`src/sv/ils_pkg.sv`:
```
package ils_pkg;

   // Number of cells in the chain, one stored word per cell.
   localparam int CAPACITY = 64;

   localparam int WORD_W  = 32;
   localparam int KIND_W  = 3;
   localparam int POS_W   = 7;
   localparam int STAT_W  = 2;
   localparam int OUT_CNT_W = 7;

   localparam int CNT_W = $clog2(CAPACITY + 1);
   localparam int IDX_W = (CAPACITY > 1) ? $clog2(CAPACITY) : 1;
   localparam int CMP_W = (CNT_W > POS_W) ? CNT_W : POS_W;

   // Read gather tree: cells are OR-ed in groups, then the groups are OR-ed.
   localparam int GROUP_SIZE = 8;
   localparam int NUM_GROUPS = (CAPACITY + GROUP_SIZE - 1) / GROUP_SIZE;

   typedef enum logic [KIND_W-1:0] {
      REQ_READ   = 3'd0,
      REQ_HEAD   = 3'd1,
      REQ_TAIL   = 3'd2,
      REQ_AT     = 3'd3,
      REQ_DELETE = 3'd4
   } req_kind_type;

   typedef enum logic [STAT_W-1:0] {
      ST_DONE  = 2'd0,
      ST_RANGE = 2'd1,
      ST_FULL  = 2'd2
   } status_type;

   typedef enum logic [1:0] {
      CELL_HOLD   = 2'd0,
      CELL_INSERT = 2'd1,
      CELL_DELETE = 2'd2
   } cell_op_type;

   // Command broadcast to every cell of the chain.
   typedef struct packed {
      cell_op_type        op;
      logic               rd_en;
      logic [CMP_W-1:0]   pos;
      logic [WORD_W-1:0]  word;
   } cell_cmd_type;

endpackage

```
`src/sv/ils_cell.sv`:
```
module ils_cell (
   input  logic                          clock,
   input  logic [ils_pkg::IDX_W-1:0]     cell_index,
   input  ils_pkg::cell_cmd_type         cmd,
   input  logic [ils_pkg::WORD_W-1:0]    left_word,
   input  logic [ils_pkg::WORD_W-1:0]    right_word,
   output logic [ils_pkg::WORD_W-1:0]    word_out,
   output logic [ils_pkg::WORD_W-1:0]    read_out
);

   logic [ils_pkg::WORD_W-1:0] word_ff;
   logic [ils_pkg::WORD_W-1:0] word_in;
   logic [ils_pkg::CMP_W-1:0]  idx_ext;

   assign idx_ext = ils_pkg::CMP_W'(cell_index);

   // An insert pulls from the left neighbour above the slot; a delete pulls
   // from the right neighbour at and above the slot.
   always_comb begin
      word_in = word_ff;
      unique case (cmd.op)
         ils_pkg::CELL_INSERT: begin
            if (idx_ext > cmd.pos) begin
               word_in = left_word;
            end else if (idx_ext == cmd.pos) begin
               word_in = cmd.word;
            end
         end
         ils_pkg::CELL_DELETE: begin
            if (idx_ext >= cmd.pos) begin
               word_in = right_word;
            end
         end
         default: begin
            word_in = word_ff;
         end
      endcase
   end

   always_ff @(posedge clock) begin
      word_ff <= word_in;
   end

   assign word_out = word_ff;
   assign read_out = (cmd.rd_en && (idx_ext == cmd.pos)) ? word_ff : '0;

endmodule

```
`config.mk`:
```
export PLATFORM = sky130hd
export DESIGN_NAME = ils_cell
export DESIGN_NICKNAME = d
export VERILOG_FILES = /design/src/sv/ils_pkg.sv /design/src/sv/ils_cell.sv
export SDC_FILE = /design/constraint.sdc
export NUM_CORES = 1
export LEC_CHECK = 0
export ABC_AREA = 1
export BUFFER_PORTS_ARGS = -buffer_cell sky130_fd_sc_hd__buf_4
export CAP_MARGIN = 20
export CORE_UTILIZATION = 45
export DETAILED_ROUTE_END_ITERATION = 6
export PLACE_DENSITY_LB_ADDON = 0.05
export SLEW_MARGIN = 15
export SYNTH_ARGS = -nofsm -noshare
export SYNTH_HDL_FRONTEND = slang
export SYNTH_SLANG_ARGS = --single-unit
```
`constraint.sdc`:
```
create_clock -name clock -period 4.4 [get_ports clock]
set_input_delay 0.44 -clock clock [delete_from_list [all_inputs] [get_ports clock]]
set_output_delay 0.44 -clock clock [all_outputs]
set_load 0.01 [all_outputs]
```
Word-level counts from Yosys, hierarchy flattened:

Cells that the tools add are included.

* reductions and logical operators: 3
* equality and inequality tests: 5
* multiplexer cells: 5
* order comparisons: 2

Operators with widths (number)
* 2-to-1 mux 32 bit: 4
* one-hot mux 32 bit (2 select lines): 1
* == test 6 x 7 -> 1 bit: 1
* >= comparator 6 x 7 -> 1 bit: 1
* > comparator 6 x 7 -> 1 bit: 1
* != test 3 bit, second input constant: 1
* AND reduction 3 bit: 1
* == test 2 x 1 -> 1 bit, second input constant: 1
* == test 2 bit, second input constant: 1
* != test 2 bit, second input constant: 1
* nonzero test 2 bit: 1
* logical AND 1 bit: 1

* bits of input ports: 113
* register bits: 32

Logic depth before layout (Yosys ltp):

* depth after elaboration: 4
* mapped depth: 12
* depth with buffers taken out: 11

Worst setup path before layout:

Ideal clock, no wire load.

* kind: input to register
* from: input port cmd[37] (netlist bit)
* to: register word_ff (netlist bit word_out[0]), enable pin
* slack: 1.935 ns
* setup time: 0.387 ns
* data arrival time: 2.078 ns
* data required time: 4.013 ns
* stages: 9
* path through: inv_1 ha_1 inv_1 nor3_4 nand3_2 buf_2 nand3_1 o21ai_0 inv_1

* longest elaborated chain between the ends: 3
* elaborated cells between the ends (all ways): 6
* classes of those cells: 2 x order compare; 3 x eq/ne; 1 x reduce/logical

RTL lines
* from (decl): RTL line ils_cell.sv:4 `input ils_pkg::cell_cmd_type cmd,`
* > comparator 6 x 7 -> 1 bit (tied with other cells): RTL line ils_cell.sv:23 `if (idx_ext > cmd.pos) begin`
* != test 3 bit (no line) / != test 2 bit (equally long branches)
* AND reduction 3 bit (no line) (*)
* to (signal assigned): RTL line ils_cell.sv:41 `word_ff <= word_in;`
* to (decl): RTL line ils_cell.sv:11 `logic [ils_pkg::WORD_W-1:0] word_ff;`

Every way passes the cells marked *; elsewhere a longest branch is shown, timed or not.
A chain may end at the register's enable or synchronous reset.

Worst setup path in the final report:

* from: input port cell_index[5] (netlist bit)
* to: register word_ff (netlist bit word_out[26]), enable pin

* longest elaborated chain between the ends: 3
* elaborated cells between the ends (all ways): 6
* classes of those cells: 2 x order compare; 3 x eq/ne; 1 x reduce/logical

RTL lines
* from (decl): RTL line ils_cell.sv:3 `input logic [ils_pkg::IDX_W-1:0] cell_index,`
* > comparator 6 x 7 -> 1 bit (tied with other cells): RTL line ils_cell.sv:23
* != test 3 bit (no line) / != test 2 bit (equally long branches)
* AND reduction 3 bit (no line) (*)

Marks and branches as above.

==> flow_summary.json <==
{
  "ctsHtreeMaxLevel": 2,
  "die_width_um": 75.88,
  "design.die.area_mm2": 0.005758,
  "postSynthCellCount": 378,
  "max_cap_violations": 0,
  "rsz_0062_raised_after_global_routing": "no",
  "fmaxAchievable_mhz": 352.4,
  "cts_hold_repair.buffers": 0,
  "gr-usage-all-layers_pct": 23.46,
  "route.detailed.drc": 0,
  "number_of_global_route_vias_before_repair": 2373,
  "half_perimeter_wire_length_after_detailed_placement_mm": 5.320,
  "grt_overflow": 0,
  "crit_slowest_cell": "nand3_2",
  "first_pass_grt_wire_length_mm": 10.14,
  "die_y_um": 75.88,
  "fp.coreArea_mm2": 0.005172,
  "mean_number_of_vias_per_cell": 4.553,
  "finalCritPeriodShare_pct": 64.49,
  "finalSetupViolCount": 0,
  "post-synth-top-area-fraction_pct": 39.12,
  "placement_row_count": 26,
  "syn_avg_cell_area_um2": 6.498,
  "worst_path_largest_cell_delay_ps": 580,
  "drtIter0Drc": 163,
  "port-buffer-count": 176,
  "cp_data_arrival_time_ps": 2810,
  "slew_violations": 0,
  "flow.area_growth_from_synthesis_pct": 58.79,
  "critPathKind": "in2reg",
  "effective_utilization_at_floorplan_pct": 47.48,
  "finalHoldWorstSlack_ps": 424.0,
  "synthTopCellsByArea": "edfxtp_1 (39%), inv_1 (17%), nand2_1 (16%), nand3_1 (13%), nor2_1 (5.3%)",
  "peakVddDrop_v": 0.0001207,
  "worst-endpoint-required_ps": 4380,
  "synth_area_mm2": 0.002456,
  "post_synth_num_cell_types": 17,
  "gpl.final_weighted_congestion": 0.7496,
  "ordered_cell_list_for_the_critical_path": "buf_4 > ha_1 > inv_1 > nor3_4 > nand3_2 > nand3_1 > o21ai_0 > inv_1 > buf_4",
  "tritoncts": "yes",
  "synth.net_count": 497,
  "run_status": "finished clean",
  "numClockSinks": 32,
  "slew_headroom_pct": 52.53,
  "dpl.cell_count": 609,
  "tightest_slew_ps": 711.2,
  "final.min_clock_period_ps": 2837,
  "clk_pin_slew_ps": 70,
  "postRouteAntennaNets": 0,
  "routed-via-count": 2814,
  "layoutNonFillerInstCount": 618,
  "clk_root_buffer_cell": "clkbuf_8",
  "seq_area_frac_synth_pct": 39.12,
  "grt_start_max_net_pins": 35,
  "p_leak_uw": 0.002384,
  "power.density_mw_per_mm2": 223.0,
  "largest_register_ffs": 32,
  "post_cts_buffers": 0,
  "finish.net_count": 666,
  "setup.worst_path.end_class": "flip-flop",
  "layout-drive-gt1-share_pct": 35.22,
  "antenna-diode-count": 0,
  "cts.path.max_buffers": 2,
  "hold_viol_final": 0,
  "hold_path.class": "in2reg",
  "setup_total_negative_slack_ps": 0,
  "routedWlPerCell_um": 11.51,
  "synth.largest_area_cell": "edfxtp_1",
  "worstSetupStartpointType": "input pin",
  "ios": 177,
  "timing.critical_path.fanout_max": 34,
  "drt_pre_antenna_iters": 5,
  "drt_wl_total_mm": 7.116,
  "cts-buffers-inserted": 5,
  "synth-seq-cells": 32,
  "antenna_found_initial": 0,
  "cts-resized-gates": 0,
  "yosys_warnings": 0
}
cell usage after synthesis, drive strengths merged:
cell / n
o21ai: 1
nand2: 105
nor3: 1
nand3: 67
a21oi: 2
ha: 6
nand4: 1
buf: 10
clkbuf: 8
nor2: 35
edfxtp: 32
inv: 110
power breakdown:
part | internal, uW | total [uW] | switching (uW)
registers | 371 | 384 | 13.5
clock network | 112 | 226 | 114
logic | 134 | 259 | 125
total | 617 | 870 | 253
final timing paths:
check / startpoint / to / depth (start not counted)
max: cell_index[5] / word_out[26]$_DFFE_PP_ / 9
min: right_word[2] / word_out[2]$_DFFE_PP_ / 3
critical path, delay by kind of cell:
kind | cells | cell delay (ps)
compound gates | 1 | 120
buf+inv | 4 | 940
fa+ha+maj | 1 | 260
simple gates | 3 | 1040
cells in the final DEF (no fill, tap or decap), types with 2 or more instances in the layout:
master and count:
buf_4 179, clkbuf_8 5, clkinvlp_4 2, edfxtp_1 32, ha_1 6, inv_1 110, nand2_1 103, nand2_2 2
nand3_1 66, nor2_1 35
routing by layer:
| layer | global-route usage, % | wire [um] | vias up |
|---|---|---|---|
| li1 | - | - | 1457 |
| met4 | 4.733 | 46 | 0 |
| met2 | 44.44 | 3738 | 134 |
| met3 | 5.556 | 631 | 4 |
| met5 | 0 | 0 | - |
| met1 | 26.66 | 2700 | 1219 |
logic make-up after synthesis:
family / Yosys count / synth area share (%)
simple gates: 209 / 36.37
compound gates: 3 / 0.7638
buf+inv: 128 / 20.68
fa+ha+maj: 6 / 3.056
flops: 32 / 39.12
stage by stage:
| stage | util (%) | setup slack (ps) | power [uW] | cell area (um^2) |
|---|---|---|---|---|
| 3_3_place_gp | 73.32 | 1340 | 643.2 | 3792 |
| 6_report | 75.40 | 1563 | 869.7 | 3900 |
| 2_1_floorplan | - | 1935 | 517.2 | 2456 |
| 5_1_grt | 75.40 | 1282 | 919.3 | 3900 |
| 3_5_place_dp | 73.32 | 1236 | 649.4 | 3792 |
| 4_1_cts | 75.11 | 1524 | 872.8 | 3885 |
cell type report:
cell class / count / area, um^2
Clock buffer: 5 / 68.82
Multi-Input combinational cell: 218 / 987.2
Fill cell: 388 / 1272
Inverter: 110 / 412.9
Tap cell: 70 / 87.58
Clock inverter: 3 / 23.77
Timing Repair Buffer: 180 / 1359
Sequential cell: 32 / 960.9
Power figures use the tool's default switching activity.
